## src/hdl/swd_pkg.sv

```systemverilog
package swd_pkg;

    // Field and register widths fixed by the interface
    localparam int CMD_W      = 2;
    localparam int STATUS_W   = 2;
    localparam int ANGLE_W    = 15;
    localparam int MIN_DIST_W = 12;
    localparam int WINDOW_W   = 16;
    localparam int CFG_W      = 16;
    localparam int CFG_IDX_W  = 1;

    // Angle arithmetic: z in 2^-16 degree, signed
    localparam int Z_W          = 27;
    localparam int ATAN_W       = 22;
    localparam int ATAN_IDX_W   = 5;
    localparam int SCALE_SHIFT  = 24;
    localparam int ROUND_SHIFT  = 10;

    localparam logic signed [Z_W-1:0] DEG180_UNITS = Z_W'(180 * 65536);
    localparam logic signed [Z_W-1:0] DEG360_UNITS = Z_W'(360 * 65536);
    localparam logic [Z_W-1:0]        ROUND_HALF   = Z_W'(512);
    localparam logic [Z_W-ROUND_SHIFT-2:0] ANGLE_FULL = (Z_W-ROUND_SHIFT-1)'(23040);

    typedef enum logic [CMD_W-1:0] {
        CMD_TICK    = 2'd0,
        CMD_PRESS   = 2'd1,
        CMD_RELEASE = 2'd2
    } cmd_t;

    localparam logic [STATUS_W-1:0] STAT_IGNORE = 2'd0;
    localparam logic [STATUS_W-1:0] STAT_MAYBE  = 2'd1;
    localparam logic [STATUS_W-1:0] STAT_CANCEL = 2'd2;
    localparam logic [STATUS_W-1:0] STAT_FINISH = 2'd3;

    localparam logic [CFG_IDX_W-1:0] REG_MIN_DISTANCE = 1'b0;
    localparam logic [CFG_IDX_W-1:0] REG_WINDOW_TICKS = 1'b1;

    typedef struct packed {
        logic busy;
        logic done;
    } cordic_stat_t;

    // atan(2^-i) in 2^-16 degree, rounded to nearest
    function automatic logic [ATAN_W-1:0] atan_entry(input logic [ATAN_IDX_W-1:0] idx);
        logic [ATAN_W-1:0] v;
        case (idx)
            5'd0:    v = 22'd2949120;
            5'd1:    v = 22'd1740967;
            5'd2:    v = 22'd919879;
            5'd3:    v = 22'd466945;
            5'd4:    v = 22'd234379;
            5'd5:    v = 22'd117304;
            5'd6:    v = 22'd58666;
            5'd7:    v = 22'd29335;
            5'd8:    v = 22'd14668;
            5'd9:    v = 22'd7334;
            5'd10:   v = 22'd3667;
            5'd11:   v = 22'd1833;
            5'd12:   v = 22'd917;
            5'd13:   v = 22'd458;
            5'd14:   v = 22'd229;
            5'd15:   v = 22'd115;
            5'd16:   v = 22'd57;
            5'd17:   v = 22'd29;
            5'd18:   v = 22'd14;
            5'd19:   v = 22'd7;
            5'd20:   v = 22'd4;
            5'd21:   v = 22'd2;
            5'd22:   v = 22'd1;
            default: v = 22'd0;
        endcase
        return v;
    endfunction

endpackage

```

## src/hdl/swd_cordic.sv

```systemverilog
module swd_cordic #(
    parameter int COORD_BITS       = 12,
    parameter int ANGLE_ITERATIONS = 16
) (
    input  logic                            clk,
    input  logic                            rst_n,
    input  logic                            start,
    input  logic signed [COORD_BITS:0]      dx,
    input  logic signed [COORD_BITS:0]      dy,
    output swd_pkg::cordic_stat_t           stat,
    output logic [swd_pkg::ANGLE_W-1:0]     angle
);

    localparam int W  = COORD_BITS + swd_pkg::SCALE_SHIFT + 3;
    localparam int IW = $clog2(ANGLE_ITERATIONS);
    localparam int ZW = swd_pkg::Z_W;
    localparam int QW = ZW - swd_pkg::ROUND_SHIFT - 1;
    localparam logic [IW-1:0] LAST_ITER = IW'(ANGLE_ITERATIONS - 1);

    typedef enum logic [3:0] {
        C_IDLE  = 4'b0001,
        C_ROT   = 4'b0010,
        C_WRAP  = 4'b0100,
        C_ROUND = 4'b1000
    } cstate_t;

    cstate_t                    state_reg, state_next;
    logic [IW-1:0]              iter_reg, iter_next;
    logic signed [W-1:0]        x_reg, x_next;
    logic signed [W-1:0]        y_reg, y_next;
    logic signed [ZW-1:0]       z_reg, z_next;
    logic                       zero_reg, zero_next;
    logic                       done_reg, done_next;
    logic [swd_pkg::ANGLE_W-1:0] angle_reg, angle_next;

    logic signed [W-1:0]  dx_s, dy_s, x_sh, y_sh;
    logic signed [ZW-1:0] atan_z;
    logic                 rot_up;
    logic [ZW-1:0]        z_rnd;
    logic [QW-1:0]        q;

    assign dx_s   = W'(dx) <<< swd_pkg::SCALE_SHIFT;
    assign dy_s   = W'(dy) <<< swd_pkg::SCALE_SHIFT;
    assign x_sh   = x_reg >>> iter_reg;
    assign y_sh   = y_reg >>> iter_reg;
    assign atan_z = $signed(ZW'(swd_pkg::atan_entry(swd_pkg::ATAN_IDX_W'(iter_reg))));
    assign rot_up = !y_reg[W-1] && (y_reg != '0);
    assign z_rnd  = $unsigned(z_reg) + swd_pkg::ROUND_HALF;
    assign q      = z_rnd[ZW-2:swd_pkg::ROUND_SHIFT];

    always_comb
    begin
        state_next = state_reg;
        iter_next  = iter_reg;
        x_next     = x_reg;
        y_next     = y_reg;
        z_next     = z_reg;
        zero_next  = zero_reg;
        done_next  = 1'b0;
        angle_next = angle_reg;
        unique case (state_reg)
            C_IDLE:
            begin
                if (start)
                begin
                    // fold the left half-plane over by 180 degrees
                    zero_next  = (dx == '0) && (dy == '0);
                    iter_next  = '0;
                    if (dx[COORD_BITS])
                    begin
                        x_next = -dx_s;
                        y_next = dy_s;
                        z_next = swd_pkg::DEG180_UNITS;
                    end
                    else
                    begin
                        x_next = dx_s;
                        y_next = -dy_s;
                        z_next = '0;
                    end
                    state_next = C_ROT;
                end
            end
            C_ROT:
            begin
                if (rot_up)
                begin
                    x_next = x_reg + y_sh;
                    y_next = y_reg - x_sh;
                    z_next = z_reg + atan_z;
                end
                else
                begin
                    x_next = x_reg - y_sh;
                    y_next = y_reg + x_sh;
                    z_next = z_reg - atan_z;
                end
                iter_next = iter_reg + 1'b1;
                if (iter_reg == LAST_ITER)
                begin
                    state_next = C_WRAP;
                end
            end
            C_WRAP:
            begin
                if (z_reg[ZW-1])
                begin
                    z_next = z_reg + swd_pkg::DEG360_UNITS;
                end
                state_next = C_ROUND;
            end
            C_ROUND:
            begin
                if (zero_reg)
                begin
                    angle_next = '0;
                end
                else if (q >= swd_pkg::ANGLE_FULL)
                begin
                    angle_next = swd_pkg::ANGLE_W'(q - swd_pkg::ANGLE_FULL);
                end
                else
                begin
                    angle_next = swd_pkg::ANGLE_W'(q);
                end
                done_next  = 1'b1;
                state_next = C_IDLE;
            end
            default:
            begin
                state_next = C_IDLE;
            end
        endcase
    end

    always_ff @(posedge clk or negedge rst_n)
    begin
        if (!rst_n)
        begin
            state_reg <= C_IDLE;
            done_reg  <= 1'b0;
        end
        else
        begin
            state_reg <= state_next;
            done_reg  <= done_next;
        end
    end

    always_ff @(posedge clk)
    begin
        iter_reg  <= iter_next;
        x_reg     <= x_next;
        y_reg     <= y_next;
        z_reg     <= z_next;
        zero_reg  <= zero_next;
        angle_reg <= angle_next;
    end

    assign stat.busy = (state_reg != C_IDLE);
    assign stat.done = done_reg;
    assign angle     = angle_reg;

endmodule

```

## src/hdl/swipe_direction_detector_core.sv

```systemverilog
// Swipe direction detector. Each input item is a touch event: tick, press or
// release with a pointer position. Ticks and presses are answered in the cycle
// after acceptance (ignore and maybe-gesture); a release that is too short or
// comes after the window has run out is answered with cancel in the same way.
// A release that finishes a swipe runs a vectoring CORDIC on the shift-and-add
// unit in swd_cordic, one iteration per cycle, through its rotation, wrap and
// rounding steps before the result is loaded. The block takes one item at a
// time: s_tready stays low while the angle is being worked out, and otherwise
// rises as soon as the result slot is empty or being taken. The angle is
// counterclockwise from +x with y growing downwards on screen, in 1/64 degree.
// Configuration writes are expected only while the block is idle.
module swipe_direction_detector_core #(
    parameter int COORD_BITS       = 12,
    parameter int ANGLE_ITERATIONS = 16
) (
    input  logic                                clk,
    input  logic                                rst_n,
    // cfg
    input  logic                                cfg_we,
    input  logic [swd_pkg::CFG_IDX_W-1:0]       cfg_index,
    input  logic [swd_pkg::CFG_W-1:0]           cfg_wdata,
    // input stream
    input  logic                                s_tvalid,
    output logic                                s_tready,
    input  logic [((2*COORD_BITS+9)/8)*8-1:0]   s_tdata,  // command, pos_x, pos_y
    // result stream
    output logic                                m_tvalid,
    input  logic                                m_tready,
    output logic [23:0]                         m_tdata   // status, angle
);

    localparam int MD_W = (COORD_BITS > swd_pkg::MIN_DIST_W) ? COORD_BITS
                                                              : swd_pkg::MIN_DIST_W;

    typedef enum logic [1:0] {
        ST_IDLE = 2'b01,
        ST_CALC = 2'b10
    } state_t;

    state_t                             state_reg, state_next;
    logic [swd_pkg::MIN_DIST_W-1:0]     min_dist_reg;
    logic [swd_pkg::WINDOW_W-1:0]       win_ticks_reg;
    logic [COORD_BITS-1:0]              start_x_reg, start_x_next;
    logic [COORD_BITS-1:0]              start_y_reg, start_y_next;
    logic [swd_pkg::WINDOW_W-1:0]       win_left_reg, win_left_next;
    logic                               out_valid_reg, out_valid_next;
    logic [swd_pkg::STATUS_W-1:0]       status_reg, status_next;
    logic [swd_pkg::ANGLE_W-1:0]        angle_reg, angle_next;

    swd_pkg::cmd_t                      cmd;
    logic [COORD_BITS-1:0]              pos_x, pos_y;
    logic                               accept;
    logic signed [COORD_BITS:0]         dx, dy;
    logic [COORD_BITS-1:0]              ax, ay;
    logic                               too_short;
    logic                               cordic_start;
    swd_pkg::cordic_stat_t              cstat;
    logic [swd_pkg::ANGLE_W-1:0]        cordic_angle;

    // unpack the input item
    assign cmd   = swd_pkg::cmd_t'(s_tdata[swd_pkg::CMD_W-1:0]);
    assign pos_x = s_tdata[swd_pkg::CMD_W +: COORD_BITS];
    assign pos_y = s_tdata[swd_pkg::CMD_W+COORD_BITS +: COORD_BITS];

    assign s_tready = (state_reg == ST_IDLE) && (!out_valid_reg || m_tready);
    assign accept   = s_tvalid && s_tready;

    // displacement from the press point, per-axis magnitude
    assign dx = $signed({1'b0, pos_x}) - $signed({1'b0, start_x_reg});
    assign dy = $signed({1'b0, pos_y}) - $signed({1'b0, start_y_reg});
    assign ax = dx[COORD_BITS] ? COORD_BITS'(-dx) : COORD_BITS'(dx);
    assign ay = dy[COORD_BITS] ? COORD_BITS'(-dy) : COORD_BITS'(dy);
    assign too_short = (MD_W'(ax) < MD_W'(min_dist_reg))
                    && (MD_W'(ay) < MD_W'(min_dist_reg));

    always_ff @(posedge clk or negedge rst_n)
    begin
        if (!rst_n)
        begin
            min_dist_reg  <= swd_pkg::MIN_DIST_W'(20);
            win_ticks_reg <= swd_pkg::WINDOW_W'(400);
        end
        else if (cfg_we)
        begin
            unique case (cfg_index)
                swd_pkg::REG_MIN_DISTANCE:
                    min_dist_reg  <= cfg_wdata[swd_pkg::MIN_DIST_W-1:0];
                swd_pkg::REG_WINDOW_TICKS:
                    win_ticks_reg <= cfg_wdata[swd_pkg::WINDOW_W-1:0];
                default: ;
            endcase
        end
    end

    always_comb
    begin
        state_next     = state_reg;
        start_x_next   = start_x_reg;
        start_y_next   = start_y_reg;
        win_left_next  = win_left_reg;
        out_valid_next = out_valid_reg;
        status_next    = status_reg;
        angle_next     = angle_reg;
        cordic_start   = 1'b0;

        // drop the result once it is taken
        if (out_valid_reg && m_tready)
        begin
            out_valid_next = 1'b0;
        end

        unique case (state_reg)
            ST_IDLE:
            begin
                if (accept)
                begin
                    unique case (cmd)
                        swd_pkg::CMD_TICK:
                        begin
                            // count the window down, hold at zero
                            if (win_left_reg != '0)
                            begin
                                win_left_next = win_left_reg - 1'b1;
                            end
                            out_valid_next = 1'b1;
                            status_next    = swd_pkg::STAT_IGNORE;
                            angle_next     = '0;
                        end
                        swd_pkg::CMD_PRESS:
                        begin
                            start_x_next   = pos_x;
                            start_y_next   = pos_y;
                            win_left_next  = win_ticks_reg;
                            out_valid_next = 1'b1;
                            status_next    = swd_pkg::STAT_MAYBE;
                            angle_next     = '0;
                        end
                        swd_pkg::CMD_RELEASE:
                        begin
                            // the press point clears; the window keeps running
                            start_x_next = '0;
                            start_y_next = '0;
                            if (too_short || (win_left_reg == '0))
                            begin
                                out_valid_next = 1'b1;
                                status_next    = swd_pkg::STAT_CANCEL;
                                angle_next     = '0;
                            end
                            else
                            begin
                                cordic_start = 1'b1;
                                state_next   = ST_CALC;
                            end
                        end
                        default:
                        begin
                            out_valid_next = 1'b1;
                            status_next    = swd_pkg::STAT_IGNORE;
                            angle_next     = '0;
                        end
                    endcase
                end
            end
            ST_CALC:
            begin
                // the slot was freed on acceptance, so load it straight away
                if (cstat.done)
                begin
                    out_valid_next = 1'b1;
                    status_next    = swd_pkg::STAT_FINISH;
                    angle_next     = cordic_angle;
                    state_next     = ST_IDLE;
                end
            end
            default:
            begin
                state_next = ST_IDLE;
            end
        endcase
    end

    always_ff @(posedge clk or negedge rst_n)
    begin
        if (!rst_n)
        begin
            state_reg     <= ST_IDLE;
            start_x_reg   <= '0;
            start_y_reg   <= '0;
            win_left_reg  <= '0;
            out_valid_reg <= 1'b0;
        end
        else
        begin
            state_reg     <= state_next;
            start_x_reg   <= start_x_next;
            start_y_reg   <= start_y_next;
            win_left_reg  <= win_left_next;
            out_valid_reg <= out_valid_next;
        end
    end

    always_ff @(posedge clk)
    begin
        status_reg <= status_next;
        angle_reg  <= angle_next;
    end

    swd_cordic #(
        .COORD_BITS       (COORD_BITS),
        .ANGLE_ITERATIONS (ANGLE_ITERATIONS)
    ) u_cordic (
        .clk   (clk),
        .rst_n (rst_n),
        .start (cordic_start),
        .dx    (dx),
        .dy    (dy),
        .stat  (cstat),
        .angle (cordic_angle)
    );

    assign m_tvalid = out_valid_reg;
    assign m_tdata  = {{(24 - swd_pkg::STATUS_W - swd_pkg::ANGLE_W){1'b0}},
                       angle_reg, status_reg};

    // no item is taken while the angle is being worked out
    a_no_accept_in_calc: assert property (@(posedge clk) disable iff (!rst_n)
        (state_reg == ST_CALC) |-> !s_tready)
        else $error("input accepted during angle computation");

    // the angle unit is never busy while the sequencer is idle
    a_busy_matches_state: assert property (@(posedge clk) disable iff (!rst_n)
        (state_reg == ST_IDLE) |-> !cstat.busy)
        else $error("angle unit busy while sequencer idle");

    // a finished angle never lands on a result still waiting
    a_slot_free_on_done: assert property (@(posedge clk) disable iff (!rst_n)
        cstat.done |-> ((state_reg == ST_CALC) && !out_valid_reg))
        else $error("angle done with result slot occupied");

    // angle is zero unless the result is a finish
    a_angle_only_on_finish: assert property (@(posedge clk) disable iff (!rst_n)
        (out_valid_reg && (status_reg != swd_pkg::STAT_FINISH)) |-> (angle_reg == '0))
        else $error("nonzero angle on a non-finish result");

endmodule
```

## config.mk

```make
export PLATFORM = sky130hd
export DESIGN_NAME = swipe_direction_detector_core
export DESIGN_NICKNAME = d
export VERILOG_FILES = /design/src/hdl/swd_pkg.sv /design/src/hdl/swd_cordic.sv /design/src/hdl/swipe_direction_detector_core.sv
export SDC_FILE = /design/constraint.sdc
export NUM_CORES = 1
export LEC_CHECK = 0
export ABC_AREA = 1
export BUFFER_PORTS_ARGS = -buffer_cell sky130_fd_sc_hd__clkbuf_2
export CORE_MARGIN = 4
export CORE_UTILIZATION = 40
export DETAILED_ROUTE_END_ITERATION = 16
export PLACE_DENSITY = 0.66
export SLEW_MARGIN = 40
export SYNTH_ARGS = -nofsm -noshare
export SYNTH_HDL_FRONTEND = slang
export SYNTH_SLANG_ARGS = --single-unit
```

## constraint.sdc

```tcl
create_clock -name clk -period 8.8 [get_ports clk]
set_input_delay 0 -clock clk [delete_from_list [all_inputs] [get_ports clk]]
set_output_delay 0 -clock clk [all_outputs]
set_load 0.01 [all_outputs]
```

## Yosys cells after proc, flatten, opt, wreduce, memory -nomap -nowiden

Memories as Yosys holds them, arrays and structs flattened. A register that Yosys moved wholly into a read port is not among the register bits.
Index checks and enable logic that the tools add are counted.

- Magnitude comparators: 3
- Add/sub/neg operators: 17
- Bitwise gates (word level): 1
- Multiplexer cells: 52
- Reduce and logical (&&, ||, !) cells: 32
- Shift-type cells: 2
- Eq/ne operators: 18

Operator list:

| cell | count |
|---|---|
| 39-bit 2-to-1 mux | 6 |
| 39-bit one-hot mux with 2 select lines | 2 |
| 27-bit 2-to-1 mux | 3 |
| 27-bit one-hot mux with 3 select lines | 1 |
| 39-bit adder | 2 |
| 37-bit negator with 39-bit output | 2 |
| 39-bit by 4-bit >>> shifter with 39-bit output | 2 |
| 39-bit subtractor | 2 |
| 15-bit 2-to-1 mux | 5 |
| 12-bit one-hot mux with 2 select lines | 2 |
| 39-bit nonzero test | 1 |
| 16-bit one-hot mux with 2 select lines | 1 |
| 15-bit one-hot mux with 2 select lines | 1 |
| 27-bit by 23-bit adder with 27-bit output | 1 |
| 27-bit by 26-bit adder with 27-bit output, second input constant | 1 |
| 27-bit by 23-bit subtractor with 27-bit output | 1 |
| 26-bit by 10-bit adder with 26-bit output, second input constant | 1 |
| 13-bit logical NOT | 2 |
| 12-bit by 12-bit subtractor with 13-bit output | 2 |
| 12-bit less-than comparator | 2 |
| 12-bit 2-to-1 mux | 2 |
| 24-bit 2-to-1 mux | 1 |
| 12-bit negator | 2 |
| 16-bit by 15-bit greater-or-equal comparator with 1-bit output, second input constant | 1 |
| other kinds (32) | 79 |

- Bits in registers: 218
- Word-level logic and storage cells: 144
- Memories kept: 1
- Input bits: 54
- ROM bits: 352

Memories:

| memory | depth | width | rd ports | clocked after Yosys merged registers in | write ports | RTL line | source |
|---|---|---|---|---|---|---|---|
| (name not given) | 16 | 22 | 1 | 1 | 0 | swd_pkg.sv:46 | `case (idx)` |

## Longest topological paths before layout

Gate-level depths: netlist of run 1.

- Depth in word-level cells: 13
- Depth in mapped cells: 36
- Mapped depth without buffers: 36

## Hierarchy

From an unflattened synthesis of run 1, not the netlist that was laid out.

- Cell total of the unflattened synthesis: 3976
- Area, all modules: 25608.3 um^2

By module, submodules not included:

| module | cells each | area each (um^2) | times used | sequential area each (um^2) |
|---|---|---|---|---|
| swd_cordic | 3088 | 19109.6 | 1 | 4320.4 |
| swipe_direction_detector_core | 888 | 6498.7 | 1 | 2294.7 |

## Least setup slack after synthesis of run 1

No wires, ideal clock.

- Path kind: register to register
- Start: register start_y_reg[0]
- End: register u_cordic.atan_z[12] (netlist name)
- Slack: 2171 ps
- Data arrival time: 6481 ps
- Stages on the path, launching flop included: 34
- Setup time: 148 ps
- Period minus slack after synthesis: 6629 ps
- Path through: dfrtp_1 -> ha_1 -> inv_1 -> fa_1 -> nand3_1 -> nand3_1 -> nand2_1 -> nand3_1 -> a21oi_1 -> inv_1 -> nand2_1 -> nand2_1 -> a21oi_1 -> inv_1 -> clkbuf_1 -> buf_2 -> nand2_1 -> o21ai_0 -> ha_1 -> nand2_1 -> inv_1 -> o21ai_0 -> a21oi_1 -> nor2_1 -> and2_0 -> a21oi_1 -> nand3_2 -> nand2_1 -> o21bai_1 -> ha_1 -> nand3_1 -> nand2_1 -> nand2_1 -> o21ai_0

- Longest elaborated chain between the ends: 13

RTL lines:

| what | RTL line | source |
|---|---|---|
| start: declaration | swipe_direction_detector_core.sv:44 | `logic [COORD_BITS-1:0] start_y_reg, start_y_next;` |
| start signal: assignment | swipe_direction_detector_core.sv:196 | `start_y_reg <= start_y_next;` |
| 12-bit by 12-bit subtractor with 13-bit output (*) | swipe_direction_detector_core.sv:70 | `assign dy = $signed({1'b0, pos_y}) - $signed({1'b0, start_y_reg});` |
| 12-bit negator | swipe_direction_detector_core.sv:72 | `assign ay = dy[COORD_BITS] ? COORD_BITS'(-dy) : COORD_BITS'(dy);` |
| 12-bit 2-to-1 mux (*) | swipe_direction_detector_core.sv:72 |  |
| 12-bit less-than comparator (*) | swipe_direction_detector_core.sv:74 | `&& (MD_W'(ay) < MD_W'(min_dist_reg));` |
| 1-bit logical AND (*) | swipe_direction_detector_core.sv:74 |  |
| 1-bit logical OR (*) | swipe_direction_detector_core.sv:143 | `if (too_short \|\| (win_left_reg == '0))` |
| 1-bit 2-to-1 mux (*) | swipe_direction_detector_core.sv:143 |  |
| 1-bit 2-to-1 mux (*) | swipe_direction_detector_core.sv:117 | `unique case (cmd)` |
| 1-bit 2-to-1 mux (*) | swipe_direction_detector_core.sv:115 | `if (accept)` |
| 1-bit 2-to-1 mux (*) | swipe_direction_detector_core.sv:112 | `unique case (state_reg)` |
| 2-bit inequality test (no source line) (*) | n/a |  |
| 2-bit AND reduction (no source line) (*) | n/a |  |
| 4-bit 2-to-1 mux (no source line) (*) | n/a |  |

Every way passes the cells marked *; elsewhere a longest branch is shown, timed or not.
A chain may end at the register's enable or synchronous reset.

## Final worst setup path of run 1

- Start: register u_cordic.iter_reg[0]
- End: register u_cordic.y_reg[25], data pin

- Longest elaborated chain between the ends: 4

RTL lines:

| what | RTL line | source |
|---|---|---|
| start: declaration | swd_cordic.sv:28 | `logic [IW-1:0] iter_reg, iter_next;` |
| start signal: assignment | swd_cordic.sv:152 | `iter_reg <= iter_next;` |
| 39-bit by 4-bit >>> shifter with 39-bit output (*) | swd_cordic.sv:44 | `assign x_sh = x_reg >>> iter_reg;` |
| 39-bit adder / 39-bit subtractor (equally long branches) | swd_cordic.sv:95, swd_cordic.sv:89 |  |
| 39-bit 2-to-1 mux (*) | swd_cordic.sv:86 | `if (rot_up)` |
| 39-bit one-hot mux with 2 select lines (*) | swd_cordic.sv:61 | `unique case (state_reg)` |
| named net u_cordic.y_next[25] | swd_cordic.sv:30 | `logic signed [W-1:0] y_reg, y_next;` |
| end signal: assignment | swd_cordic.sv:154 | `y_reg <= y_next;` |
| end: declaration | swd_cordic.sv:30 |  |

The timed path passes the listed nets; every way through them passes the cells marked *.

==> results.toml, run 1 <==
[yosys]
synth_edf_count = 142
synthAdderAreaFrac_pct = 8.78
yosysUniqueCellTypes = 64
syn_inst = 3873
yosysSeqAreaShare_pct = 26.2
synth_ff_type = "edfxtp_1"
yosys_warnings = 0
ys_ff_latch = 240
post_synth_and_or_nand_nor_area_fraction_pct = 34.4
synth_xor_area_share_pct = 4.86
syn_area_per_cell_um2 = 6.51
synth_mux_area_share_pct = 0.134
synth_top_family_by_area = "simple AND/OR/NAND/NOR gates"
async_reset_ff_share_pct = 31.7
synth-compound-area-share_pct = 15.5
synth_area_mm2 = 0.0252

[grt]
grt_max_degree = 71
grt_use_met2_pct = 34.0
antenna_found_initial = 0
grt_pass1_wl_um = 120000
overflow = 0
busiest_layer = "met2"
grt_usage_pct = 21.6
grt.met3_usage_pct = 2.12
first_global_vias = 22800
met1_usage_pct = 32.4

[placement]
place_area_mm2 = 0.0261
routabilityCongestion = 0.937
hpwl_um = 58100
portBuffers = 66

[sta]
holdWs_ns = 0.0291
finalHoldViolations = 0
setup_viol = 0
finalCriticalPeriod_ns = 6.18
fmax_ghz = 0.162
finalCritPeriodShare_pct = 70.2
worstMarginPinSlew_ns = 0.770
maxSlewViolCount = 0
rsz0062_at_grt = "false"
slew_headroom_pct = 48.6
fin_tns_setup_ns = 0
finClkSkew_ns = 0.0300

[setup_path]
r2r_setup_slack_ns = 2.62
crit_path_max_fanout = 57
cp.required_ns = 9.13
path_class = "flop to flop"
cpMostUsedCell = "nand2_1"
cp_top_family = "simple AND/OR/NAND/NOR gates"
crit_path_start_kind = "flop"
cpPeakStageDelay_ns = 0.49
crit_slowest_cell = "o21ai_0"
ff2ff_path_depth = 30
crit_buf_inv = 5
critical_path_depth = 30
r2r-start = "u_cordic.iter_reg[0]"
rr_endpoint = "u_cordic.y_reg[25]"
cp_data_arrival_time_ns = 6.50
cp-end-kind = "flop"

[drt]
drt-initial-drc-count = 2370
first_pass_iters = 5
drc = 0
postRouteAntennaNets = 0
vias = 25500
vias_per_cell = 5.32
wirelength_um = 75400
wl_per_cell_um = 15.7

[cells_and_area]
synthToLayoutAreaGrowth_pct = 10.1
n_antenna_cell = 0
final_area_mm2 = 0.0278
final_common_cell = "nand2_1"
final_layout_size_suffix_gt1_share_pct = 6.93
nets = 4155
final_cell_mix = "1011 x nand2_1, 474 x inv_1, 452 x nand3_1"

[pwr]
p_leak_nw = 13.2
ir_drop_mv = 0.186
power_w = 0.00800
power.density_mw_per_mm2 = 288

[cts]
postCtsSetupBuffers = 0
htree_levels = 1
cts-root-buf = "clkbuf_16"
cts_max_path_buffers = 3
ctsResizeCount = 0
cts.sinks = 240
clk_latency_ns = 0.61
clk_pin_slew_ns = 0.06
cts_tree = "yes"
cts_buffers = 31

[floorplanning]
initial_core_util_pct = 40.7
fp.dieArea_mm2 = 0.0671
std_cell_rows = 91
die_h_um = 259
die_w_um = 259
core_mm2 = 0.0621
pin_count = 80

[worst_hold_path]
hold_path_class = "input port to asynchronous set/reset pin"

[status]
status = "completed"

[run]
maxCapViolCount = 0
worst max path at each step:
stage,from,to,slack (ns)
2_1_floorplan,start_y_reg[0],u_cordic.atan_z[12],2.17
3_3_place_gp,start_y_reg[0],u_cordic.x_reg[1],2.83
3_5_place_dp,start_y_reg[0],u_cordic.x_reg[3],2.78
4_1_cts,start_y_reg[0],u_cordic.atan_z[3],2.75
5_1_grt,start_y_reg[0],u_cordic.atan_z[3],1.97
6_report,u_cordic.iter_reg[0],u_cordic.y_reg[25],2.62
metrics by stage:
stage | setup slack, ns | utilization [%] | cells
2_1_floorplan | 2.17 | - | 3879
3_3_place_gp | 2.83 | 42.1 | 4679
3_5_place_dp | 2.78 | 42.1 | 4679
4_1_cts | 2.75 | 44.8 | 4789
5_1_grt | 1.97 | 44.8 | 4789
6_report | 2.62 | 44.8 | 4789
layer usage:
metal | vias to the layer above | routed length [µm]
li1 | 13000 | -
met1 | 11600 | 36700
met2 | 745 | 32900
met3 | 73 | 4450
met4 | 0 | 1340
met5 | - | 0
kinds of logic (layout without fill, tap and decap cells):
kind of cell    count (synthesis)  in the layout
simple gates                 1999           1999
compound gates                702            702
buf+inv                       614            687
flops                         240            240
fa+ha+maj                     174            174
xor+xnor                      140            140
mux                             3              3
other cells                     1              7
power by group:
part	internal, W	switching, W	total, W
clock network	0.000865	0.000557	0.00142
logic	0.00161	0.00325	0.00487
registers	0.00153	0.000185	0.00171
total	0.00401	0.00399	0.00800
worst reg2reg max path: cells and delay by family, from the launching register on:
kind	cells	cell delay, ns
XOR/XNOR	1	0.16
buffers and inverters	5	1.10
AND/OR/NAND/NOR	16	2.01
flip-flops	1	0.32
AO/OA/AOI/OAI	6	1.66
adder cells (fa/ha/maj)	2	0.67
synth_stat cells (13+ instances only):
library cell,instances,area (µm²)
xor2_1,105,920
dfrtp_1,69,1730
o21ai_2,16,140
o21ai_1,19,95.1
a21oi_1,255,1280
buf_6,16,180
dfxtp_1,22,440
a21o_1,13,97.6
nor2_2,21,131
clkbuf_1,41,154
o211ai_1,27,203
xnor2_1,35,307
nand2_2,26,163
edfxtp_1,142,4260
or2_2,16,100
nand4_1,43,269
nor2_1,312,1170
o21ai_0,272,1360
o21bai_1,16,120
ha_1,169,2110
buf_1,15,56.3
inv_1,475,1780
nor4_1,20,125
buf_2,35,175
buf_4,18,135
nor3_1,44,220
nand2_1,1014,3810
a31oi_1,30,188
nand3_1,452,2260
o21a_1,21,158
area by class of cell:
type                    instances  area, µm²
fillers                      6423      34300
multi-input cells            3025      16100
flip-flops and latches        240       6620
inverters                     489       1840
well taps                     837       1050
repair buffers                140       1030
clock buffers                  36        847
clock inverters                22        278
timing repair:
action,CTS,global route
setup endpoints to repair,0,0
hold endpoints to repair,124,0
hold buffers,52,0
No activity file was read; power rests on OpenSTA's default activity.
==> run 2: changes to the inputs <==
PLACE_DENSITY = 0.68   (was 0.66)
clock period = 5.2 ns   (was 8.8 ns; I/O delays follow)
==> run 2 against run 1 <==
  * Non-clock buffer count up 101
  * Sequential power is 70% higher
  * Maximum frequency increased by 23%
  * Wire length increased by 5.0%
  * Clock-buffer cell count up 4
  * Sequential cell count did not move
  * Worst hold slack improved by 0.021 ns
  * Final cell count up 2.1%
  * Clock power increased by 54%
  * Highest routed layer unchanged
==> results.toml, run 2 (synthesis results as in run 1) <==
[cts]
clk_pin_slew_ns = 0.06
cts-root-buf = "clkbuf_16"
clk_latency_ns = 0.63
cts.sinks = 240
htree_levels = 1
cts_buffers = 31
cts_tree = "yes"
cts_max_path_buffers = 3

[drt]
drc = 0
vias_per_cell = 5.31
wirelength_um = 79200
first_pass_iters = 6
drt-initial-drc-count = 2724
wl_per_cell_um = 16.2
vias = 26000
postRouteAntennaNets = 0

[floorplanning]
initial_core_util_pct = 40.7
std_cell_rows = 91
core_mm2 = 0.0621
fp.dieArea_mm2 = 0.0671
die_h_um = 259
pin_count = 80
die_w_um = 259

[sta]
worst_slack_ns = 0.198
maxSlewViolCount = 0
finalHoldViolations = 0
finClkSkew_ns = 0.0305
fmax_ghz = 0.200
slew_headroom_pct = 48.7
setup_viol = 0
finalCritPeriodShare_pct = 96.2
rsz0062_at_grt = "true"
worstMarginPinSlew_ns = 0.768
finalCriticalPeriod_ns = 5.00

[placement]
pre_cts_slack_ns = -0.0320
routabilityCongestion = 0.972
portBuffers = 66
hpwl_um = 60000

[grt]
grt.met3_usage_pct = 3.00
overflow = 0
grt_max_degree = 70
grt_usage_pct = 22.5
first_global_vias = 23700
met1_usage_pct = 32.5
busiest_layer = "met2"
antenna_found_initial = 0
grt_pass1_wl_um = 125000
grt_use_met2_pct = 36.0

[worst_hold_path]
hold_depth = 4
min-delay-start = "cfg_index"
hold_end = "win_ticks_reg[2]"
hold_path_class = "input port to flop"

[setup_path]
crit_buf_inv = 3
crit_slowest_cell = "edfxtp_1"
cp.required_ns = 5.54
ff2ff_path_depth = 25
crit_path_start_kind = "flop"
cp-end-kind = "flop"
rr_endpoint = "u_cordic.y_reg[35]"
cp_top_family = "compound AO/OA/AOI/OAI gates"
r2r-start = "u_cordic.iter_reg[0]"
cpPeakStageDelay_ns = 0.36
cp_data_arrival_time_ns = 5.35
crit_path_max_fanout = 15
r2r_setup_slack_ns = 0.20
path_class = "flop to flop"
startpoint = "u_cordic.iter_reg[0]"

[pwr]
ir_drop_mv = 0.373
power.density_mw_per_mm2 = 484
p_leak_nw = 13.7

[cells_and_area]
n_antenna_cell = 0
synthToLayoutAreaGrowth_pct = 14.5
nets = 4257
utilization_pct = 46.5
final_cell_mix = "1007 x nand2_1, 472 x inv_1, 450 x nand3_1"
final_common_cell = "nand2_1"
final_layout_size_suffix_gt1_share_pct = 10.2

[status]
status = "completed"

[run]
maxCapViolCount = 0
-- run 2: per-layer routing --
layer | vias up | wire length, µm
li1 | 13200 | -
met5 | - | 0
met1 | 11800 | 36400
met2 | 850 | 35000
met4 | 0 | 1780
met3 | 105 | 5980
-- run 2: power by group --
group          switching (W)  internal (W)  total (W)
sequential          0.000316       0.00259    0.00290
clock               0.000929       0.00126    0.00219
combinational        0.00574       0.00314    0.00888
-- run 2: worst reg2reg max path, stage by stage (launching register included) --
cell       delay [ns]
edfxtp_1         0.36
buf_4            0.20
clkbuf_16        0.20
o21ai_0          0.27
nand2_1          0.09
nand3_1          0.09
o21ai_0          0.11
a21boi_2         0.25
ha_1             0.23
nand3_2          0.08
nor2_2           0.14
nand2_2          0.09
nor2_2           0.12
nand2_1          0.10
nor2_2           0.17
nor2_1           0.07
xnor2_1          0.20
ha_1             0.32
a21oi_1          0.16
inv_1            0.07
a31oi_1          0.27
o21ai_0          0.19
o21ai_1          0.35
nand3_2          0.16
o21ai_1          0.24
o211ai_1         0.16
-- run 2: layout make-up --
cell class / count / area, µm²
Fill cell: 6404 / 33200
Clock buffer: 40 / 820
Inverter: 489 / 1850
Clock inverter: 18 / 188
Sequential cell: 240 / 6620
Timing Repair Buffer: 241 / 2000
Multi-Input combinational cell: 3026 / 16400
Tap cell: 837 / 1050
-- run 2: stage by stage --
| step | TNS [ns] | total power (W) | area, µm² | std cells | hold slack [ns] |
|---|---|---|---|---|---|
| floorplan | 0 | 0.00895 | 25300 | 3879 | -0.296 |
| global placement | -0.0205 | 0.0113 | 26900 | 4761 | 0.197 |
| detailed placement | -0.0320 | 0.0114 | 26900 | 4762 | 0.0525 |
| CTS | 0 | 0.0137 | 28500 | 4873 | 0.00467 |
| global route | -0.133 | 0.0153 | 28900 | 4891 | 0.0961 |
| finish | 0 | 0.0140 | 28900 | 4891 | 0.0503 |
-- run 2: what timing repair did --
action | CTS | global route
setup buffers | 1 | 14
gates resized for setup | 0 | 67
setup endpoints to repair | 1 | 145
gates cloned | 0 | 4
pin swaps | 1 | 11
hold buffers | 52 | 0
endpoints found under the hold margin | 129 | 0
-- run 2: worst max-delay path by stage --
stage,cells past startpoint,slack [ns],end
6_report,25,0.20,u_cordic.y_reg[35]
2_1_floorplan,34,0.19,u_cordic.atan_z[2]
3_3_place_gp,24,-0.02,u_cordic.y_reg[25]
4_1_cts,27,0.04,u_cordic.y_reg[25]
5_1_grt,33,-0.06,u_cordic.atan_z[12]
3_5_place_dp,24,-0.03,u_cordic.y_reg[25]
==> run 3: changes to the inputs <==
CORE_MARGIN = not set   (was 4)
==> run 3 against run 2 <==
  * Clock skew is 0.011 ns higher
  * Sequential share of layout area down 0.21 points
  * Largest power group unchanged
  * Global-route usage up 1.6 points
  * First-iteration DRC count decreased by 1.5%
  * Worst hold slack got worse by 0.013 ns
==> results.toml, run 3 (synthesis results as in run 1) <==
[cts]
htree_levels = 2
cts-root-buf = "clkbuf_16"
cts_tree = "yes"
clk_pin_slew_ns = 0.06
cts_max_path_buffers = 3
cts_buffers = 34
clk_latency_ns = 0.57
cts.sinks = 240

[cells_and_area]
seqCellArea_mm2 = 0.00662
fin_cells = 4927
final_layout_size_suffix_gt1_share_pct = 10.9
synthToLayoutAreaGrowth_pct = 15.5
final_cell_mix = "1008 x nand2_1, 473 x inv_1, 452 x nand3_1"
utilization_pct = 47.0
n_fill_cell = 6392
n_antenna_cell = 0
multi_input_area_mm2 = 0.0163
final_common_cell = "nand2_1"
nets = 4293

[setup_path]
cp.required_ns = 5.51
path_class = "flop to flop"
cp-end-kind = "flop"
cp_data_arrival_time_ns = 5.24
crit_path_max_fanout = 15
rr_endpoint = "u_cordic.y_reg[35]"
crit_path_start_kind = "flop"
ff2ff_path_depth = 26
r2r-start = "u_cordic.iter_reg[0]"
r2r_setup_slack_ns = 0.26

[drt]
vias = 26100
wirelength_um = 78600
first_pass_iters = 6
drc = 0
postRouteAntennaNets = 0
wl_per_cell_um = 15.9
drt-initial-drc-count = 2682
vias_per_cell = 5.31

[sta]
worstMarginPinSlew_ns = 0.727
worst_slack_ns = 0.262
fmax_ghz = 0.203
maxSlewViolCount = 0
slew_headroom_pct = 51.2
rsz0062_at_grt = "true"
finalHoldViolations = 0
fin_tns_setup_ns = 0
finalCritPeriodShare_pct = 95.0
finClkSkew_ns = 0.0411
finalCriticalPeriod_ns = 4.94
setup_viol = 0

[floorplanning]
die_w_um = 253
pin_count = 80
core_mm2 = 0.0621
std_cell_rows = 91
fp.dieArea_mm2 = 0.0641
initial_core_util_pct = 40.7
die_h_um = 253

[worst_hold_path]
hold_path_class = "input port to flop"
hold_end = "win_ticks_reg[4]"
hold_depth = 4
min-delay-start = "cfg_we"

[grt]
antenna_found_initial = 0
overflow = 0
grt_max_degree = 82
grt_pass1_wl_um = 124000
first_global_vias = 23200
grt_usage_pct = 24.1

[placement]
hpwl_um = 60600
pre_cts_slack_ns = 0.0450
dp.cells = 4811
portBuffers = 66
routabilityCongestion = 0.969

[pwr]
p_leak_nw = 13.9
ir_drop_mv = 0.422
power.density_mw_per_mm2 = 491

[status]
status = "completed"

[run]
maxCapViolCount = 0
## run 3: changes by cell type in the layout (fill, tap and decap cells not counted), moves of 3 or more
cell / previous run / this run
buf_4: 107 / 149
clkbuf_8: 1 / 7
o21ai_0: 261 / 267
dlygate4sd3_1: 51 / 46
buf_12: 12 / 8
clkinv_2: 8 / 4
o21ai_1: 27 / 23
clkbuf_1: 8 / 5
clkbuf_16: 34 / 37
## run 3: worst max-delay path, cell delays in order (launching register included)
cell and delay (ns):
edfxtp_1 0.50, buf_4 0.19, clkbuf_16 0.17, o21ai_1 0.10, o21ai_1 0.19, o21ai_0 0.13
a21boi_2 0.21, ha_2 0.22, nand3_2 0.08, nor2_2 0.14, nand2_2 0.09, nor2_1 0.22
nand2_1 0.11, nand2_2 0.14, o21ai_0 0.12, xor2_1 0.17, ha_1 0.37, nand2_1 0.10
nor2_1 0.12, inv_1 0.08, nor4_2 0.29, buf_4 0.16, o21ai_0 0.10, nand3_1 0.21
a21oi_1 0.09, o21ai_1 0.19, o211ai_1 0.16
## run 3: worst max-delay path by stage
stage | start | to | slack [ns]
5_1_grt | start_x_reg[2] | u_cordic.atan_z[5] | -0.02
3_5_place_dp | u_cordic.y_reg[27] | u_cordic.x_reg[31] | 0.05
2_1_floorplan | start_y_reg[0] | u_cordic.atan_z[2] | 0.19
3_3_place_gp | u_cordic.y_reg[27] | u_cordic.y_reg[30] | 0.04
6_report | u_cordic.iter_reg[0] | u_cordic.y_reg[35] | 0.26
4_1_cts | u_cordic.y_reg[27] | u_cordic.y_reg[30] | 0.003
## run 3: stage by stage
step,instance area [µm²],hold slack (ns),power (W)
floorplan,25300,-0.296,0.00895
global placement,27200,-0.154,0.0116
detailed placement,27200,-0.154,0.0116
CTS,28800,0.0180,0.0141
global route,29100,0.117,0.0156
finish,29100,0.0371,0.0143
## run 3: final cells by class
type / count / share of cell area, %
Timing Repair Buffer: 275 / 7.50
Tap cell: 837 / 3.59
Sequential cell: 240 / 22.7
Multi-Input combinational cell: 3025 / 56.0
Clock buffer: 47 / 3.40
Inverter: 489 / 6.32
Clock inverter: 14 / 0.507
## run 3: metal layers
| layer | track usage [%] | up-vias | part of all wire (%) |
|---|---|---|---|
| met3 | 2.52 | 88 | 6.5 |
| met4 | 5.66 | 0 | 2.0 |
| li1 | - | 13300 | - |
| met2 | 38.1 | 838 | 44 |
| met5 | 0 | - | 0 |
| met1 | 35.1 | 11900 | 47 |
## run 3: repair_timing
item | CTS | global route
setup endpoints to repair | 0 | 142
hold buffers | 46 | 0
gates resized for setup | 0 | 52
hold endpoints to repair | 124 | 0
buffers inserted | 0 | 7
## run 3: power by group
part	leakage [nW]	switching, W	total (W)	internal [W]
registers	2.41	0.000311	0.00290	0.00259
logic	10.9	0.00575	0.00903	0.00328
clock network	0.559	0.000977	0.00238	0.00140
